## src/rtl/mrp_pkg.sv

```systemverilog
// Shared types, constants and the CRC-16/MODBUS byte step of the register poller.
// No dependencies.
`timescale 1ns / 1ps

package mrp_pkg;

    localparam int MAX_REPLY_BYTES = 32;
    localparam int REQUEST_BYTES   = 8;
    localparam int REQ_BODY        = REQUEST_BYTES - 2;
    localparam int REQ_IDX_W       = $clog2(REQUEST_BYTES);
    localparam int IDX_W           = $clog2(MAX_REPLY_BYTES + 1);
    localparam int LEN_W           = (IDX_W > 6) ? IDX_W : 6;
    localparam int LEN_X           = LEN_W + 1;

    localparam logic [15:0] CRC_POLY = 16'hA001;
    localparam logic [15:0] CRC_INIT = 16'hFFFF;
    localparam logic [15:0] MS_MAX   = 16'hFFFF;

    localparam logic [7:0]  RST_SLAVE_ADDRESS  = 8'h01;
    localparam logic [7:0]  RST_READ_FUNCTION  = 8'h03;
    localparam logic [3:0]  RST_REGISTER_TOTAL = 4'd1;
    localparam logic [15:0] RST_POLL_PERIOD    = 16'd200;
    localparam logic [15:0] RST_SEND_TIMEOUT   = 16'd30;
    localparam logic [15:0] RST_REPLY_TIMEOUT  = 16'd100;

    localparam int CFG_ADDR_W = 5;
    localparam int CFG_SEL_W  = 3;

    typedef enum logic [CFG_SEL_W-1:0] {
        REG_POLLER_ENABLE    = 3'd0,
        REG_SLAVE_ADDRESS    = 3'd1,
        REG_READ_FUNCTION    = 3'd2,
        REG_FIRST_REGISTER   = 3'd3,
        REG_REGISTER_TOTAL   = 3'd4,
        REG_POLL_PERIOD_MS   = 3'd5,
        REG_SEND_TIMEOUT_MS  = 3'd6,
        REG_REPLY_TIMEOUT_MS = 3'd7
    } reg_sel_t;

    typedef enum logic [1:0] {
        OP_TICK    = 2'd0,
        OP_TX_DONE = 2'd1,
        OP_RX_BYTE = 2'd2,
        OP_LINK_ERR = 2'd3
    } opcode_t;

    localparam logic [1:0] PHASE_CODE_WAIT = 2'd0;
    localparam logic [1:0] PHASE_CODE_TX   = 2'd1;
    localparam logic [1:0] PHASE_CODE_RX   = 2'd2;

    localparam logic KIND_STATUS  = 1'b0;
    localparam logic KIND_REQUEST = 1'b1;

    typedef enum logic [2:0] {
        PH_WAIT = 3'b001,
        PH_TX   = 3'b010,
        PH_RX   = 3'b100
    } phase_t;

    typedef struct packed {
        logic [1:0] opcode;
        logic [7:0] rx_data;
    } evt_t;

    typedef struct packed {
        logic        out_kind;
        logic [7:0]  tx_data;
        logic        run_last;
        logic        drive_enable;
        logic [1:0]  phase_now;
        logic [15:0] sensor_raw;
        logic        sensor_valid;
    } res_t;

    typedef struct packed {
        logic        poller_enable;
        logic [7:0]  slave_address;
        logic [7:0]  read_function;
        logic [15:0] first_register;
        logic [3:0]  register_total;
        logic [15:0] poll_period_ms;
        logic [15:0] send_timeout_ms;
        logic [15:0] reply_timeout_ms;
    } cfg_t;

    typedef struct packed {
        logic        drive_enable;
        logic [1:0]  phase_now;
        logic [15:0] sensor_raw;
        logic        sensor_valid;
    } status_t;

    typedef struct packed {
        logic                       load;
        logic                       is_req;
        logic [REQ_BODY-1:0][7:0]   body;
        status_t                    status;
    } job_t;

    function automatic logic [15:0] crc_byte(input logic [15:0] crc, input logic [7:0] b);
        logic [15:0] c;
        c = crc ^ {8'h00, b};
        for (int k = 0; k < 8; k++) begin
            c = c[0] ? ((c >> 1) ^ CRC_POLY) : (c >> 1);
        end
        return c;
    endfunction

    function automatic logic [1:0] phase_code(input phase_t ph);
        logic [1:0] code;
        unique case (ph)
            PH_TX:   code = PHASE_CODE_TX;
            PH_RX:   code = PHASE_CODE_RX;
            default: code = PHASE_CODE_WAIT;
        endcase
        return code;
    endfunction

endpackage

```

## src/rtl/mrp_cfg.sv

```systemverilog
// APB-style configuration registers of the register poller.
// Depends on mrp_pkg.
`timescale 1ns / 1ps

module mrp_cfg (
    input  logic                            clk,
    input  logic                            rst_n,
    input  logic                            psel,
    input  logic                            penable,
    input  logic                            pwrite,
    input  logic [mrp_pkg::CFG_ADDR_W-1:0]  paddr,
    input  logic [31:0]                     pwdata,
    output logic [31:0]                     prdata,
    output logic                            pready,
    output mrp_pkg::cfg_t                   cfg
);

    mrp_pkg::cfg_t    cfg_reg;
    mrp_pkg::reg_sel_t sel;
    logic             wr_en;

    assign sel    = mrp_pkg::reg_sel_t'(paddr[mrp_pkg::CFG_ADDR_W-1:2]);
    assign wr_en  = psel && penable && pwrite;
    assign pready = 1'b1;
    assign cfg    = cfg_reg;

    always_ff @(posedge clk or negedge rst_n)
    begin
        if (!rst_n)
        begin
            cfg_reg.poller_enable    <= 1'b1;
            cfg_reg.slave_address    <= mrp_pkg::RST_SLAVE_ADDRESS;
            cfg_reg.read_function    <= mrp_pkg::RST_READ_FUNCTION;
            cfg_reg.first_register   <= '0;
            cfg_reg.register_total   <= mrp_pkg::RST_REGISTER_TOTAL;
            cfg_reg.poll_period_ms   <= mrp_pkg::RST_POLL_PERIOD;
            cfg_reg.send_timeout_ms  <= mrp_pkg::RST_SEND_TIMEOUT;
            cfg_reg.reply_timeout_ms <= mrp_pkg::RST_REPLY_TIMEOUT;
        end
        else if (wr_en)
        begin
            unique case (sel)
                mrp_pkg::REG_POLLER_ENABLE:    cfg_reg.poller_enable    <= pwdata[0];
                mrp_pkg::REG_SLAVE_ADDRESS:    cfg_reg.slave_address    <= pwdata[7:0];
                mrp_pkg::REG_READ_FUNCTION:    cfg_reg.read_function    <= pwdata[7:0];
                mrp_pkg::REG_FIRST_REGISTER:   cfg_reg.first_register   <= pwdata[15:0];
                mrp_pkg::REG_REGISTER_TOTAL:   cfg_reg.register_total   <= pwdata[3:0];
                mrp_pkg::REG_POLL_PERIOD_MS:   cfg_reg.poll_period_ms   <= pwdata[15:0];
                mrp_pkg::REG_SEND_TIMEOUT_MS:  cfg_reg.send_timeout_ms  <= pwdata[15:0];
                mrp_pkg::REG_REPLY_TIMEOUT_MS: cfg_reg.reply_timeout_ms <= pwdata[15:0];
                default: ;
            endcase
        end
    end

    always_comb
    begin
        unique case (sel)
            mrp_pkg::REG_POLLER_ENABLE:    prdata = {31'd0, cfg_reg.poller_enable};
            mrp_pkg::REG_SLAVE_ADDRESS:    prdata = {24'd0, cfg_reg.slave_address};
            mrp_pkg::REG_READ_FUNCTION:    prdata = {24'd0, cfg_reg.read_function};
            mrp_pkg::REG_FIRST_REGISTER:   prdata = {16'd0, cfg_reg.first_register};
            mrp_pkg::REG_REGISTER_TOTAL:   prdata = {28'd0, cfg_reg.register_total};
            mrp_pkg::REG_POLL_PERIOD_MS:   prdata = {16'd0, cfg_reg.poll_period_ms};
            mrp_pkg::REG_SEND_TIMEOUT_MS:  prdata = {16'd0, cfg_reg.send_timeout_ms};
            mrp_pkg::REG_REPLY_TIMEOUT_MS: prdata = {16'd0, cfg_reg.reply_timeout_ms};
            default:                       prdata = '0;
        endcase
    end

endmodule

```

## src/rtl/mrp_engine.sv

```systemverilog
// Poller state machine: timers, reply checking and request start.
// Depends on mrp_pkg. Hands one job per accepted event to mrp_out.
`timescale 1ns / 1ps

module mrp_engine (
    input  logic            clk,
    input  logic            rst_n,
    input  mrp_pkg::cfg_t   cfg,
    input  logic            accept,
    input  mrp_pkg::evt_t   evt,
    output mrp_pkg::job_t   job
);

    mrp_pkg::phase_t                 phase_reg, phase_next;
    logic [15:0]                     ms_since_poll_reg, ms_since_poll_next;
    logic [15:0]                     ms_in_phase_reg, ms_in_phase_next;
    logic [mrp_pkg::IDX_W-1:0]       reply_index_reg, reply_index_next;
    logic [15:0]                     running_crc_reg, running_crc_next;
    logic                            header_good_reg, header_good_next;
    logic [7:0]                      reply_crc_low_reg, reply_crc_low_next;
    logic [15:0]                     captured_raw_reg, captured_raw_next;
    logic [15:0]                     held_raw_reg, held_raw_next;
    logic                            held_valid_reg, held_valid_next;
    mrp_pkg::job_t                   job_next;

    logic [mrp_pkg::LEN_W-1:0]       len;
    logic                            len_ok;
    logic [mrp_pkg::LEN_X-1:0]       idx_p2;
    logic [mrp_pkg::LEN_X-1:0]       len_x;
    logic [15:0]                     msp_inc;
    logic [15:0]                     mip_inc;
    logic [15:0]                     limit;
    logic                            start;

    assign len    = mrp_pkg::LEN_W'(5) + mrp_pkg::LEN_W'({cfg.register_total, 1'b0});
    assign len_ok = (len >= mrp_pkg::LEN_W'(7))
                 && (len <= mrp_pkg::LEN_W'(mrp_pkg::MAX_REPLY_BYTES));
    assign idx_p2 = mrp_pkg::LEN_X'(reply_index_reg) + mrp_pkg::LEN_X'(2);
    assign len_x  = mrp_pkg::LEN_X'(len);
    assign msp_inc = (ms_since_poll_reg < mrp_pkg::MS_MAX) ? ms_since_poll_reg + 16'd1
                                                           : ms_since_poll_reg;
    assign mip_inc = (ms_in_phase_reg < mrp_pkg::MS_MAX) ? ms_in_phase_reg + 16'd1
                                                         : ms_in_phase_reg;
    assign limit   = (phase_reg == mrp_pkg::PH_TX) ? cfg.send_timeout_ms
                                                   : cfg.reply_timeout_ms;

    always_comb
    begin
        phase_next         = phase_reg;
        ms_since_poll_next = ms_since_poll_reg;
        ms_in_phase_next   = ms_in_phase_reg;
        reply_index_next   = reply_index_reg;
        running_crc_next   = running_crc_reg;
        header_good_next   = header_good_reg;
        reply_crc_low_next = reply_crc_low_reg;
        captured_raw_next  = captured_raw_reg;
        held_raw_next      = held_raw_reg;
        held_valid_next    = held_valid_reg;
        start              = 1'b0;

        if (cfg.poller_enable)
        begin
            unique case (mrp_pkg::opcode_t'(evt.opcode))
                mrp_pkg::OP_TICK:
                begin
                    ms_since_poll_next = msp_inc;
                    if (!len_ok)
                    begin
                        held_valid_next = 1'b0;
                        phase_next      = mrp_pkg::PH_WAIT;
                    end
                    else if (phase_reg == mrp_pkg::PH_WAIT)
                    begin
                        if (msp_inc >= cfg.poll_period_ms)
                        begin
                            start              = 1'b1;
                            ms_since_poll_next = '0;
                            ms_in_phase_next   = '0;
                            phase_next         = mrp_pkg::PH_TX;
                        end
                    end
                    else
                    begin
                        ms_in_phase_next = mip_inc;
                        if (mip_inc >= limit)
                        begin
                            phase_next         = mrp_pkg::PH_WAIT;
                            ms_since_poll_next = '0;
                            held_valid_next    = 1'b0;
                        end
                    end
                end
                mrp_pkg::OP_TX_DONE:
                begin
                    if (phase_reg == mrp_pkg::PH_TX)
                    begin
                        phase_next       = mrp_pkg::PH_RX;
                        ms_in_phase_next = '0;
                        reply_index_next = '0;
                        running_crc_next = mrp_pkg::CRC_INIT;
                        header_good_next = 1'b1;
                    end
                end
                mrp_pkg::OP_RX_BYTE:
                begin
                    if (phase_reg == mrp_pkg::PH_RX
                        && mrp_pkg::LEN_X'(reply_index_reg) < len_x)
                    begin
                        if (idx_p2 < len_x)
                        begin
                            running_crc_next = mrp_pkg::crc_byte(running_crc_reg, evt.rx_data);
                            if (reply_index_reg == mrp_pkg::IDX_W'(0)
                                && evt.rx_data != cfg.slave_address)
                                header_good_next = 1'b0;
                            if (reply_index_reg == mrp_pkg::IDX_W'(1)
                                && evt.rx_data != cfg.read_function)
                                header_good_next = 1'b0;
                            if (reply_index_reg == mrp_pkg::IDX_W'(2) && evt.rx_data < 8'd2)
                                header_good_next = 1'b0;
                            if (reply_index_reg == mrp_pkg::IDX_W'(3))
                                captured_raw_next = {evt.rx_data, 8'h00};
                            if (reply_index_reg == mrp_pkg::IDX_W'(4))
                                captured_raw_next = {captured_raw_reg[15:8], evt.rx_data};
                        end
                        else if (idx_p2 == len_x)
                        begin
                            reply_crc_low_next = evt.rx_data;
                        end
                        else
                        begin
                            // final CRC byte: commit or drop the captured value
                            if (header_good_reg
                                && {evt.rx_data, reply_crc_low_reg} == running_crc_reg)
                            begin
                                held_raw_next   = captured_raw_reg;
                                held_valid_next = 1'b1;
                            end
                            else
                            begin
                                held_valid_next = 1'b0;
                            end
                            phase_next = mrp_pkg::PH_WAIT;
                        end
                        if (reply_index_reg < mrp_pkg::IDX_W'(mrp_pkg::MAX_REPLY_BYTES))
                            reply_index_next = reply_index_reg + mrp_pkg::IDX_W'(1);
                    end
                end
                default:
                begin
                    phase_next         = mrp_pkg::PH_WAIT;
                    ms_since_poll_next = '0;
                    held_valid_next    = 1'b0;
                end
            endcase
        end

        job_next.load                = accept;
        job_next.is_req              = start;
        job_next.body[0]             = cfg.slave_address;
        job_next.body[1]             = cfg.read_function;
        job_next.body[2]             = cfg.first_register[15:8];
        job_next.body[3]             = cfg.first_register[7:0];
        job_next.body[4]             = 8'h00;
        job_next.body[5]             = {4'h0, cfg.register_total};
        job_next.status.drive_enable = (phase_next == mrp_pkg::PH_TX);
        job_next.status.phase_now    = mrp_pkg::phase_code(phase_next);
        job_next.status.sensor_raw   = held_raw_next;
        job_next.status.sensor_valid = held_valid_next;
    end

    assign job = job_next;

    always_ff @(posedge clk or negedge rst_n)
    begin
        if (!rst_n)
        begin
            phase_reg         <= mrp_pkg::PH_WAIT;
            ms_since_poll_reg <= '0;
            ms_in_phase_reg   <= '0;
            reply_index_reg   <= '0;
            running_crc_reg   <= mrp_pkg::CRC_INIT;
            header_good_reg   <= 1'b1;
            reply_crc_low_reg <= '0;
            captured_raw_reg  <= '0;
            held_raw_reg      <= '0;
            held_valid_reg    <= 1'b0;
        end
        else if (accept)
        begin
            phase_reg         <= phase_next;
            ms_since_poll_reg <= ms_since_poll_next;
            ms_in_phase_reg   <= ms_in_phase_next;
            reply_index_reg   <= reply_index_next;
            running_crc_reg   <= running_crc_next;
            header_good_reg   <= header_good_next;
            reply_crc_low_reg <= reply_crc_low_next;
            captured_raw_reg  <= captured_raw_next;
            held_raw_reg      <= held_raw_next;
            held_valid_reg    <= held_valid_next;
        end
    end

endmodule

```

## src/rtl/mrp_out.sv

```systemverilog
// Result register: holds one status result or walks the eight request bytes,
// folding the request CRC one byte per cycle unless stalled. Depends on mrp_pkg.
`timescale 1ns / 1ps

module mrp_out (
    input  logic            clk,
    input  logic            rst_n,
    input  mrp_pkg::job_t   job,
    output logic            free,
    output logic            res_valid,
    input  logic            res_stall,
    output mrp_pkg::res_t   res
);

    logic                                   busy_reg, busy_next;
    logic                                   is_req_reg, is_req_next;
    logic [mrp_pkg::REQ_IDX_W-1:0]          idx_reg, idx_next;
    logic [mrp_pkg::REQ_BODY-1:0][7:0]      body_reg, body_next;
    logic [15:0]                            crc_reg, crc_next;
    mrp_pkg::status_t                       stat_reg, stat_next;
    logic                                   fire;
    logic                                   last_now;
    logic                                   in_body;
    logic [7:0]                             tx_byte;

    localparam logic [mrp_pkg::REQ_IDX_W-1:0] IDX_LAST =
        mrp_pkg::REQ_IDX_W'(mrp_pkg::REQUEST_BYTES - 1);
    localparam logic [mrp_pkg::REQ_IDX_W-1:0] IDX_CRC_LO =
        mrp_pkg::REQ_IDX_W'(mrp_pkg::REQ_BODY);

    assign fire     = busy_reg && !res_stall;
    assign last_now = !is_req_reg || (idx_reg == IDX_LAST);
    assign free     = !busy_reg || (fire && last_now);
    assign in_body  = idx_reg < IDX_CRC_LO;

    always_comb
    begin
        if (!is_req_reg)
            tx_byte = 8'h00;
        else if (in_body)
            tx_byte = body_reg[idx_reg];
        else if (idx_reg == IDX_CRC_LO)
            tx_byte = crc_reg[7:0];
        else
            tx_byte = crc_reg[15:8];
    end

    assign res_valid        = busy_reg;
    assign res.out_kind     = is_req_reg ? mrp_pkg::KIND_REQUEST : mrp_pkg::KIND_STATUS;
    assign res.tx_data      = tx_byte;
    assign res.run_last     = last_now;
    assign res.drive_enable = stat_reg.drive_enable;
    assign res.phase_now    = stat_reg.phase_now;
    assign res.sensor_raw   = stat_reg.sensor_raw;
    assign res.sensor_valid = stat_reg.sensor_valid;

    always_comb
    begin
        busy_next   = busy_reg;
        is_req_next = is_req_reg;
        idx_next    = idx_reg;
        body_next   = body_reg;
        crc_next    = crc_reg;
        stat_next   = stat_reg;
        if (job.load)
        begin
            busy_next   = 1'b1;
            is_req_next = job.is_req;
            idx_next    = '0;
            body_next   = job.body;
            crc_next    = mrp_pkg::CRC_INIT;
            stat_next   = job.status;
        end
        else if (fire)
        begin
            if (last_now)
            begin
                busy_next = 1'b0;
            end
            else
            begin
                idx_next = idx_reg + mrp_pkg::REQ_IDX_W'(1);
                // fold the byte just sent into the request CRC
                if (in_body)
                    crc_next = mrp_pkg::crc_byte(crc_reg, body_reg[idx_reg]);
            end
        end
    end

    always_ff @(posedge clk or negedge rst_n)
    begin
        if (!rst_n)
        begin
            busy_reg   <= 1'b0;
            is_req_reg <= 1'b0;
            idx_reg    <= '0;
        end
        else
        begin
            busy_reg   <= busy_next;
            is_req_reg <= is_req_next;
            idx_reg    <= idx_next;
        end
    end

    always_ff @(posedge clk)
    begin
        body_reg <= body_next;
        crc_reg  <= crc_next;
        stat_reg <= stat_next;
    end

endmodule

```

## src/rtl/modbus_rtu_register_poller_core.sv

```systemverilog
// Modbus RTU register poller: one event in, one status result or eight request bytes out.
// Latency: results of an event appear in the cycle after it is accepted.
// Throughput: one event per cycle while results are taken; a poll start occupies the
// result register for eight request bytes, one per unstalled cycle; events stall meanwhile.
// Reset: registers to defaults, waiting phase, timers zero, sensor value and valid cleared.
// Depends on mrp_pkg, mrp_cfg, mrp_engine, mrp_out.
`timescale 1ns / 1ps

module modbus_rtu_register_poller_core (
    input  logic                            clk,
    input  logic                            rst_n,
    input  logic                            evt_valid,
    output logic                            evt_stall,
    input  mrp_pkg::evt_t                   evt,
    output logic                            res_valid,
    input  logic                            res_stall,
    output mrp_pkg::res_t                   res,
    input  logic                            psel,
    input  logic                            penable,
    input  logic                            pwrite,
    input  logic [mrp_pkg::CFG_ADDR_W-1:0]  paddr,
    input  logic [31:0]                     pwdata,
    output logic [31:0]                     prdata,
    output logic                            pready
);

    mrp_pkg::cfg_t cfg;
    mrp_pkg::job_t job;
    logic          free;
    logic          accept;

    assign evt_stall = !free;
    assign accept    = evt_valid && free;

    mrp_cfg u_cfg (
        .clk     (clk),
        .rst_n   (rst_n),
        .psel    (psel),
        .penable (penable),
        .pwrite  (pwrite),
        .paddr   (paddr),
        .pwdata  (pwdata),
        .prdata  (prdata),
        .pready  (pready),
        .cfg     (cfg)
    );

    mrp_engine u_engine (
        .clk    (clk),
        .rst_n  (rst_n),
        .cfg    (cfg),
        .accept (accept),
        .evt    (evt),
        .job    (job)
    );

    mrp_out u_out (
        .clk       (clk),
        .rst_n     (rst_n),
        .job       (job),
        .free      (free),
        .res_valid (res_valid),
        .res_stall (res_stall),
        .res       (res)
    );

endmodule

```

## config.mk

```make
export PLATFORM = sky130hd
export DESIGN_NAME = modbus_rtu_register_poller_core
export DESIGN_NICKNAME = d
export VERILOG_FILES = /design/src/rtl/mrp_pkg.sv /design/src/rtl/mrp_cfg.sv /design/src/rtl/mrp_engine.sv /design/src/rtl/mrp_out.sv /design/src/rtl/modbus_rtu_register_poller_core.sv
export SDC_FILE = /design/constraint.sdc
export NUM_CORES = 1
export LEC_CHECK = 0
export BUFFER_PORTS_ARGS = -buffer_cell sky130_fd_sc_hd__buf_2
export CAP_MARGIN = 25
export CORE_MARGIN = 8
export CORE_UTILIZATION = 65
export DETAILED_ROUTE_END_ITERATION = 12
export GPL_ROUTABILITY_DRIVEN = 0
export PLACE_DENSITY = 0.85
export SLEW_MARGIN = 10
export SYNTH_ARGS = -nofsm -noshare
export SYNTH_HDL_FRONTEND = slang
export SYNTH_HIERARCHICAL = 1
export SYNTH_SLANG_ARGS = --single-unit
```

## constraint.sdc

```tcl
create_clock -name clk -period 7.1 [get_ports clk]
set_clock_uncertainty 0.1 [all_clocks]
set_input_delay 1.42 -clock clk [delete_from_list [all_inputs] [get_ports clk]]
set_output_delay 1.42 -clock clk [all_outputs]
set_load 0.005 [all_outputs]
```

==> run_results.csv, run 1 <==
group,metric,value,unit
route,drt-met1-wl,15.19,mm
synthesis,syn_area,15640,µm²
timing,hold_viol,0,
floorplan,pin_count,119,
floorplan,core-area,23540,µm²
timing,tightest_slew,995.0,ps
clock_tree,cts_hold_buf,0,
synthesis,synth_edf_count,68,
run_status,status,"completed",
run,drv_cap,0,
timing,fin_ws,2141,ps
final_layout,final_cell_mix,"156 x dfrtp_1, 143 x mux2_2, 94 x nand2_1",
route,wl,35.59,mm
pwr,power-per-cell-area,284.0,nW/µm²
worst_setup_path,crit_fanout,32,
final_layout,fill_cells,1614,
synthesis,synth_ff_type,"dfrtp_1",
clock_tree,cts-htree-levels,1,
global_route,gr-total-overflow,0,
synthesis,synthTopCellsByArea,"dfrtp_1 25%, edfxtp_1 13%, mux2_2 10%",
clock_tree,clkSinkCount,273,
pwr,p_leak,7.340,nW
place,io_buffers,83,
timing,rsz0062_at_grt,"false",
floorplan,die_h,171.1,µm
route,wl_met2,16.84,mm
final_layout,drive_above_1_share,24.89,%
timing,finalSetupViolCount,0,
route,drt_iter0_drc,1045,
worst_setup_path,crit_type,"reg2reg",
timing,period_share,69.85,%
place,post-place-ws,2174,ps
final_layout,nNetsFinal,1508,
clock_tree,clk_path_buf_depth,3,
clock_tree,cts_tree,"built",
global_route,grt_pass1_wl,56.66,mm
synthesis,synth_top_cell_by_area,"dfrtp_1",
synthesis,ys.warnings.count,6,
clock_tree,path_clk_slew,60,ps
clock_tree,cts_resized,0,
worst_setup_path,startpoint_type,"register",
final_layout,largest_reg_flops,85,
pwr,power_switching_share,30.98,%
timing,fmax,0.2016,GHz
synthesis,ys_ff_latch,273,
place,detailed_place_hpwl,24.62,mm
route,top_layer_used,"met5",
clock_tree,cts_root_buf,"clkbuf_16",
worst_setup_path,critical_path_required,7450,ps
global_route,antenna_found_initial,4,
synthesis,yosysUniqueCellTypes,94,
global_route,track_usage,24.19,%
floorplan,rows,56,
clock_tree,clock_latency,560,ps
final_layout,final_common_cell,"dfrtp_1",
clock_tree,post_cts_buffers,0,
synthesis,yosysTopAreaCellShare,24.97,%
pwr,combinationalPowerShare,24.8,%
worst_setup_path,cp_slowest_cell,"a211o_1",
worst_setup_path,critPathMaxStageDelay,620,ps
timing,drv_slew,0,
route,drcViolationCount,0,
synthesis,async_reset_ff_share,69.23,%
route,wl_met3,2.260,mm
worst_setup_path,end_kind,"register",
hold_path,min_path_type,"reg2reg",
synthesis,avgSynthCellArea,11.31,µm²
synthesis,yosysSeqAreaShare,45.62,%
global_route,grt_pass1_vias,10643,
pwr,power_frac_clock,30.8,%
floorplan,initial_core_util,66.42,%
timing,min_period,4959,ps
pwr,internal_power,0.003271,W
pwr,switching_power,0.001468,W
floorplan,dieWidth,171.1,µm
pwr,ir_worst_vdd,0.2357,mV
worst_setup_path,arrival,5310,ps
pwr,p_seq_share,44.4,%
timing,max_slew_margin,33.42,%
route,wl_per_cell,20.48,µm
clock_tree,numCtsBuffers,28,
route,vias,10737,
global_route,grt_max_degree,128,
final_layout,area_growth,6.730,%
timing,setup_tns,0,ps
route,drt_first_pass_iters,6,
worst_setup_path,crit_chain,"and4_1, nand3_1, nor3_1, nand3_1, nand2b_1, nor2_1, xor2_1, ha_1, nand4_1, nor2_1, o311a_1, o21ai_0, a21bo_2, a211o_1, or4_1, o21ai_0",
route,via_per_inst,6.178,
floorplan,die_area,29280,µm²
synthesis,synth_cells,1382,
route,antenna_left,0,
-- synth_stat cells, types with 4 or more instances --
cell type	number
dfxtp_1	16
and3_1	20
nand2_1	94
o21ai_0	52
a22oi_1	6
nand4_1	13
o22a_1	6
ha_1	58
a211o_1	15
buf_4	77
edfxtp_1	68
buf_6	9
a22o_1	15
a21boi_0	9
xor2_1	35
nand2b_1	9
nor2b_1	11
buf_2	6
dfrtp_1	156
inv_1	36
mux2_1	6
mux2_2	143
nor2_1	79
nor3_1	21
dfstp_2	33
o21a_1	6
and2_1	6
clkbuf_1	39
mux4_2	9
nor4_1	5
a211oi_1	7
mux2i_1	47
xnor2_1	66
o211ai_1	16
nor3b_1	5
or4_1	8
nor2_4	4
nand3_1	35
a221oi_1	4
a21o_1	10
a21oi_1	42
-- final cells by class --
type,count,area [µm²],share of cell area (%)
multi-input cells,964,7591,45.49
flip-flops and latches,273,7133,42.74
clock buffers,41,799.5,4.791
repair buffers,91,504.2,3.021
well taps,319,399.1,2.392
inverters,38,142.6,0.8547
clock inverters,11,116.4,0.6973
diodes,1,2.502,0.01499
-- critical path: cells and delay by family (launching register included) --
kind | cells | cell delay [ps]
AND/OR/NAND/NOR | 9 | 2500
AO/OA/AOI/OAI | 5 | 1320
flip-flops | 1 | 470
adder cells (fa/ha/maj) | 1 | 290
XOR/XNOR | 1 | 160
-- through the flow --
stage | hold slack (ps) | std cells | total power, W | cell area, µm² | util (%)
finish | 374.4 | 1738 | 0.004739 | 16690 | 70.89
floorplan | 349.2 | 1408 | 0.002995 | 15730 | -
CTS | 375.2 | 1736 | 0.004742 | 16660 | 70.76
global route | 386.1 | 1738 | 0.004952 | 16690 | 70.89
detailed placement | 360.7 | 1684 | 0.003271 | 15740 | 66.87
global placement | 348.5 | 1684 | 0.003210 | 15740 | 66.87
-- layer usage --
layer / vias up / GRT usage [%]
met4: 4 / 8.733
met1: 5325 / 32.34
met2: 407 / 39.57
li1: 4917 / -
met3: 84 / 3.757
met5: - / 0
-- kinds of logic after synthesis --
kind of cell / share of synthesized area, %
adders and majority gates: 4.641
muxes: 15.04
DFF: 45.62
xor gates and xnor gates: 6.377
other: 0.07201
buffers and inverters: 6.505
AOI/OAI and AO/OA: 9.890
and+or+nand+nor: 11.86
-- final timing paths --
check	end	depth (start not counted)	from	slack, ps
min in group asynchronous	u_engine/reply_crc_low_reg[7]	1	rst_n	710
min	u_out/body_reg[31]	0	u_cfg/cfg[59]	370
max in group asynchronous	u_out/is_req_reg	2	rst_n	5080
max	u_engine/ms_in_phase_reg[11]	16	u_engine/ms_since_poll_reg[3]	2140
min reg2reg	u_out/body_reg[31]	0	u_cfg/cfg[59]	370
max reg2reg	u_engine/ms_in_phase_reg[11]	16	u_engine/ms_since_poll_reg[3]	2140
-- power by group through the flow --
stage          logic (W)  registers, W  clock network [W]
6_report         0.00117       0.00210            0.00146
5_1_grt          0.00128       0.00213            0.00154
4_1_cts          0.00116       0.00210            0.00148
3_5_place_dp     0.00114       0.00213                  0
3_3_place_gp     0.00110       0.00211                  0
2_1_floorplan   0.000952       0.00204                  0
(Power assumes the default switching activity.)
==> run 2, diff against run 1 <==
--- a/config.mk
+++ b/config.mk
@@ -8,10 +8,10 @@
 export BUFFER_PORTS_ARGS = -buffer_cell sky130_fd_sc_hd__buf_2
 export CAP_MARGIN = 25
 export CORE_MARGIN = 8
-export CORE_UTILIZATION = 65
+export CORE_UTILIZATION = 55
 export DETAILED_ROUTE_END_ITERATION = 12
 export GPL_ROUTABILITY_DRIVEN = 0
-export PLACE_DENSITY = 0.85
+export PLACE_DENSITY = 0.77
 export SLEW_MARGIN = 10
 export SYNTH_ARGS = -nofsm -noshare
 export SYNTH_HDL_FRONTEND = slang
==> constraint.sdc (replaced) <==
create_clock -name clk -period 4.07 [get_ports clk]
set_clock_uncertainty 0.1 [all_clocks]
set_input_delay 0.814 -clock clk [delete_from_list [all_inputs] [get_ports clk]]
set_output_delay 0.814 -clock clk [all_outputs]
set_load 0.005 [all_outputs]
==> run_results.csv, run 2 (synthesis gave the netlist of run 1 again) <==
group,metric,value,unit
final_layout,drive_above_1_share,29.56,%
final_layout,fin_util,62.59,%
pwr,power_switching_share,30.89,%
pwr,power.total,0.008405,W
pwr,internal_power,0.005809,W
global_route,grt_pass1_wl,56.80,mm
timing,setup_tns,0,ps
clock_tree,cts_tree,"built",
floorplan,dieWidth,184.6,µm
place,io_buffers,83,
route,vias,10844,
floorplan,pin_count,119,
clock_tree,cts-htree-levels,1,
worst_setup_path,crit_top_cell,"and3_4",
worst_setup_path,r2r_slack,120,ps
worst_setup_path,r2r_end,"u_engine/ms_in_phase_reg[9]",
worst_setup_path,crit_chain,"and4_4, nand3_4, nor3_4, and3_4, nor2_1, and3_4, xnor2_4, inv_2, ha_4, and3_4, a221oi_2, o2111ai_2, o21ai_2, a21bo_2, a211o_4, buf_12, or4_1, o21ai_0",
global_route,busiest_layer,"met2",
final_layout,final_cell_mix,"156 x dfrtp_1, 143 x mux2_2, 94 x nand2_1",
worst_setup_path,critical_path_required,4440,ps
worst_setup_path,r2r_cells,18,
final_layout,fill_cells,2177,
clock_tree,clk_path_buf_depth,3,
route,drt_first_pass_iters,5,
global_route,grt_max_degree,97,
global_route,met1_usage,27.43,%
floorplan,rows,61,
clock_tree,clkSinkCount,273,
final_layout,seq_area,7133,µm²
floorplan,core-area,27860,µm²
global_route,track_usage,20.65,%
timing,drv_slew,0,
timing,tightest_slew,1131,ps
pwr,p_seq_share,43.5,%
timing,fmax,0.2533,GHz
hold_path,min_path_type,"in2async",
clock_tree,path_clk_slew,60,ps
worst_setup_path,crit_type,"reg2reg",
route,drt_iter0_drc,783,
global_route,grtUsageMet2,34.06,%
timing,period_share,97.01,%
final_layout,area_growth,11.51,%
route,antenna_left,0,
floorplan,initial_core_util,56.13,%
global_route,antenna_found_initial,4,
pwr,switching_power,0.002596,W
pwr,power_frac_clock,31.0,%
pwr,combinationalPowerShare,25.4,%
worst_setup_path,crit_fanout,7,
worst_setup_path,arrival,4310,ps
route,wl,36.10,mm
timing,max_slew_margin,24.30,%
timing,rsz0062_at_grt,"true",
global_route,gr-total-overflow,0,
timing,finalSetupViolCount,0,
worst_setup_path,end_kind,"register",
final_layout,final_common_cell,"dfrtp_1",
timing,hold_viol,0,
route,via_per_inst,5.843,
worst_setup_path,r2r_start,"u_engine/ms_since_poll_reg[3]",
pwr,ir_worst_vdd,0.3702,mV
floorplan,die_area,34080,µm²
run,drv_cap,0,
global_route,gr-usage-met3,3.268,%
run_status,status,"completed",
worst_setup_path,startpoint_type,"register",
worst_setup_path,critPathMaxStageDelay,460,ps
clock_tree,cts_hold_buf,0,
global_route,grt_pass1_vias,10808,
place,detailed_place_hpwl,25.14,mm
clock_tree,numCtsBuffers,29,
clock_tree,clock_latency,560,ps
final_layout,largest_reg_flops,85,
final_layout,multiInputGateArea,7769,µm²
final_layout,nNetsFinal,1564,
route,wl_per_cell,19.45,µm
pwr,power-per-cell-area,482.1,nW/µm²
pwr,p_leak,7.697,nW
worst_setup_path,cp_slowest_cell,"or4_1",
timing,min_period,3948,ps
floorplan,die_h,184.6,µm
clock_tree,cts_root_buf,"clkbuf_16",
route,drcViolationCount,0,
run 2: per-stage QoR:
step | hold slack [ps] | cell area, µm² | cells | worst slack [ps]
2_1_floorplan | 349.2 | 15730 | 1408 | 9.515
3_3_place_gp | 348.5 | 16190 | 1789 | 40.03
3_5_place_dp | 361.8 | 16190 | 1789 | -79.11
4_1_cts | 269.4 | 17150 | 1843 | 17.58
5_1_grt | 289.2 | 17430 | 1855 | -29.65
6_report | 220.9 | 17440 | 1856 | 121.9
run 2: what timing repair did:
item,in CTS,in global routing
gates resized for setup,4,33
gates cloned,0,2
buffers inserted,0,8
endpoints found under the setup margin,9,32
pin swaps,0,15
run 2: critical path, delay by kind of cell (launching register included):
kind                     cells  cell delay (ps)
XOR/XNOR                     1              180
adder cells (fa/ha/maj)      1              260
AO/OA/AOI/OAI                6             1080
AND/OR/NAND/NOR              8             1660
flip-flops                   1              360
buffers and inverters        2              210
run 2: metal layers:
metal / routed length [µm] / share of wire (%) / vias up
li1: - / - / 5026
met1: 15490 / 43 / 5374
met2: 17190 / 48 / 364
met3: 2323 / 6.4 / 76
met4: 1080 / 3.0 / 4
met5: 24 / 0.066 / -
run 2: power groups by stage:
| stage | registers (W) | clock network, W | logic [W] |
|---|---|---|---|
| floorplan | 0.00356 | 0 | 0.00166 |
| global placement | 0.00368 | 0 | 0.00197 |
| detailed placement | 0.00371 | 0 | 0.00203 |
| CTS | 0.00366 | 0.00266 | 0.00206 |
| global route | 0.00371 | 0.00276 | 0.00235 |
| finish | 0.00366 | 0.00261 | 0.00214 |
run 2: worst max-delay path by stage:
stage	startpoint	endpoint	slack (ps)	cells past startpoint
after global routing	u_engine/ms_in_phase_reg[0]	u_engine/ms_since_poll_reg[11]	-30	18
after detailed placement	u_engine/ms_since_poll_reg[8]	u_engine/ms_in_phase_reg[8]	-80	18
after CTS	u_engine/ms_since_poll_reg[7]	u_engine/ms_in_phase_reg[8]	20	18
after global placement	u_engine/ms_since_poll_reg[8]	u_engine/ms_in_phase_reg[11]	40	18
final	u_engine/ms_since_poll_reg[3]	u_engine/ms_in_phase_reg[9]	120	18
after floorplan	u_engine/ms_since_poll_reg[3]	u_engine/ms_in_phase_reg[10]	10	19
run 2: area by class of cell:
| class | instances | area share [%] |
|---|---|---|
| repair buffers | 146 | 5.533 |
| flip-flops and latches | 273 | 40.91 |
| clock inverters | 12 | 0.7535 |
| well taps | 378 | 2.713 |
| multi-input cells | 964 | 44.56 |
| diodes | 3 | 0.04306 |
| clock buffers | 42 | 4.672 |
| inverters | 38 | 0.8181 |
==> run 3, diff against run 2 <==
--- a/config.mk
+++ b/config.mk
@@ -8,10 +8,10 @@
 export BUFFER_PORTS_ARGS = -buffer_cell sky130_fd_sc_hd__buf_2
 export CAP_MARGIN = 25
 export CORE_MARGIN = 8
-export CORE_UTILIZATION = 55
+export CORE_UTILIZATION = 61
 export DETAILED_ROUTE_END_ITERATION = 12
 export GPL_ROUTABILITY_DRIVEN = 0
-export PLACE_DENSITY = 0.77
+export PLACE_DENSITY = 0.81
 export SLEW_MARGIN = 10
 export SYNTH_ARGS = -nofsm -noshare
 export SYNTH_HDL_FRONTEND = slang
==> constraint.sdc (replaced) <==
create_clock -name clk -period 3.7 [get_ports clk]
set_clock_uncertainty 0.1 [all_clocks]
set_input_delay 0.74 -clock clk [delete_from_list [all_inputs] [get_ports clk]]
set_output_delay 0.74 -clock clk [all_outputs]
set_load 0.005 [all_outputs]
==> run_results.csv, run 3 (synthesis gave the netlist of run 1 again) <==
group,metric,value,unit
run_status,status,"finished with violations",
run_status,violations,"negative setup slack",
timing,tightest_slew,1046,ps
timing,rsz0062_at_grt,"true",
floorplan,rows,58,
route,drcViolationCount,0,
final_layout,nNetsFinal,1601,
place,post-place-ws,-245.3,ps
global_route,gr-total-overflow,0,
timing,min_period,3790,ps
pwr,power_frac_clock,32.4,%
final_layout,stdcell_area,17960,µm²
clock_tree,clkSinkCount,273,
clock_tree,clk_path_buf_depth,3,
route,wl_per_cell,21.29,µm
final_layout,fill_cells,1709,
route,wl,39.23,mm
global_route,grt_pass1_wl,60.76,mm
route,via_per_inst,6.100,
clock_tree,cts_hold_buf,0,
final_layout,area_growth,14.88,%
timing,fin_ws,-90.32,ps
timing,finalSetupViolCount,18,
final_layout,final_common_cell,"dfrtp_1",
timing,hold_viol,0,
route,drt-met1-wl,16.32,mm
pwr,power_switching_share,30.89,%
timing,holdWs,128.2,ps
final_layout,seq_area,7134,µm²
pwr,power-per-cell-area,545.5,nW/µm²
clock_tree,cts-htree-levels,1,
global_route,grt_pass1_vias,11323,
pwr,p_leak,7.968,nW
clock_tree,cts_root_buf,"clkbuf_16",
worst_setup_path,critical_path_required,4020,ps
worst_setup_path,r2r_slack,-90,ps
timing,period_share,102.4,%
worst_setup_path,critPathLaunch,"u_engine/ms_in_phase_reg[4]",
worst_setup_path,r2r_cells,18,
floorplan,pin_count,119,
timing,max_slew_margin,30.01,%
clock_tree,clock_latency,550,ps
worst_setup_path,r2r_start,"u_engine/ms_in_phase_reg[4]",
worst_setup_path,crit_fanout,8,
final_layout,largest_reg_flops,85,
pwr,p_seq_share,41.0,%
worst_setup_path,r2r_end,"u_engine/ms_since_poll_reg[11]",
pwr,switching_power,0.003027,W
pwr,internal_power,0.006771,W
final_layout,final_cell_count_no_fill,1843,
timing,fmax,0.2638,GHz
global_route,track_usage,24.26,%
route,antenna_left,0,
clock_tree,numCtsBuffers,29,
place,io_buffers,83,
route,drt_first_pass_iters,5,
pwr,ir_worst_vdd,0.4469,mV
floorplan,initial_core_util,62.09,%
final_layout,final_cell_mix,"155 x dfrtp_1, 143 x mux2_2, 92 x nand2_1",
route,top_layer_used,"met4",
floorplan,core-area,25180,µm²
route,vias,11243,
floorplan,die_h,176.1,µm
place,place_inst,1774,
clock_tree,path_clk_slew,70,ps
floorplan,die_area,31010,µm²
clock_tree,cts_tree,"built",
worst_setup_path,end_kind,"register",
final_layout,drive_above_1_share,34.06,%
worst_setup_path,arrival,4110,ps
place,place_area,16420,µm²
route,drt_iter0_drc,899,
worst_setup_path,crit_type,"reg2reg",
global_route,grt_max_degree,82,
worst_setup_path,startpoint_type,"register",
timing,drv_slew,0,
global_route,antenna_found_initial,0,
pwr,combinationalPowerShare,26.5,%
place,detailed_place_hpwl,26.69,mm
final_layout,multiInputGateArea,7991,µm²
floorplan,dieWidth,176.1,µm
route,wl_met3,2.339,mm
hold_path,min_path_type,"in2async",
run,drv_cap,0,
route,wl_met2,19.29,mm
run 3: what timing repair did:
| item | 4_1_cts | 5_1_grt |
|---|---|---|
| gates resized for setup | 22 | 71 |
| setup buffers | 3 | 9 |
| endpoints found under the setup margin | 35 | 43 |
| pin swaps | 12 | 25 |
| gates cloned | 2 | 0 |
run 3: layout make-up:
| cell class | count | share of cell area [%] |
|---|---|---|
| multi-input combinational | 965 | 44.49 |
| sequential | 273 | 39.72 |
| timing repair buffer | 182 | 6.826 |
| clock buffer | 40 | 4.549 |
| tap | 330 | 2.299 |
| clock inverter | 14 | 1.310 |
| inverter | 38 | 0.7941 |
| antenna | 1 | 0.01393 |
run 3: how the worst max path moves through the flow:
stage | slack (ps) | end
floorplan | -70 | u_engine/ms_in_phase_reg[11]
global placement | -180 | u_engine/ms_in_phase_reg[14]
detailed placement | -250 | u_engine/ms_in_phase_reg[14]
CTS | -20 | u_engine/ms_in_phase_reg[8]
global route | -250 | u_engine/ms_since_poll_reg[0]
finish | -90 | u_engine/ms_since_poll_reg[11]
run 3: power groups by stage:
stage	logic, W	registers, W	clock network (W)
after floorplan	0.00184	0.00392	0
after global placement	0.00226	0.00402	0
after detailed placement	0.00233	0.00406	0
after CTS	0.00241	0.00401	0.00321
after global routing	0.00282	0.00407	0.00334
final	0.00260	0.00402	0.00318
run 3: worst max-delay path, cell delays in order, from the launching register on:
cell,delay (ps)
dfrtp_1,370
and3_1,210
nand4_1,260
nor3_2,80
buf_4,140
buf_4,140
nor2_2,200
nand2_1,150
xnor2_2,180
ha_1,310
o21ai_0,110
nor2_2,190
o32ai_4,120
a21oi_4,250
nor2_1,110
o21ai_4,220
buf_8,190
o21ai_2,60
a22o_1,270
run 3: per-layer routing:
layer  vias to the layer above  track usage [%]
li1                       5109                -
met1                      5612            31.19
met5                         -                0
met4                         0            8.230
met3                        98            3.375
met2                       424            41.55
run 3: through the flow:
stage | power (W) | util, % | setup TNS, ps
floorplan | 0.005759 | - | -233.6
global placement | 0.006276 | 65.22 | -1501
detailed placement | 0.006388 | 65.22 | -3420
CTS | 0.009629 | 69.85 | -39.55
global route | 0.01023 | 71.32 | -4820
finish | 0.009798 | 71.33 | -695.6
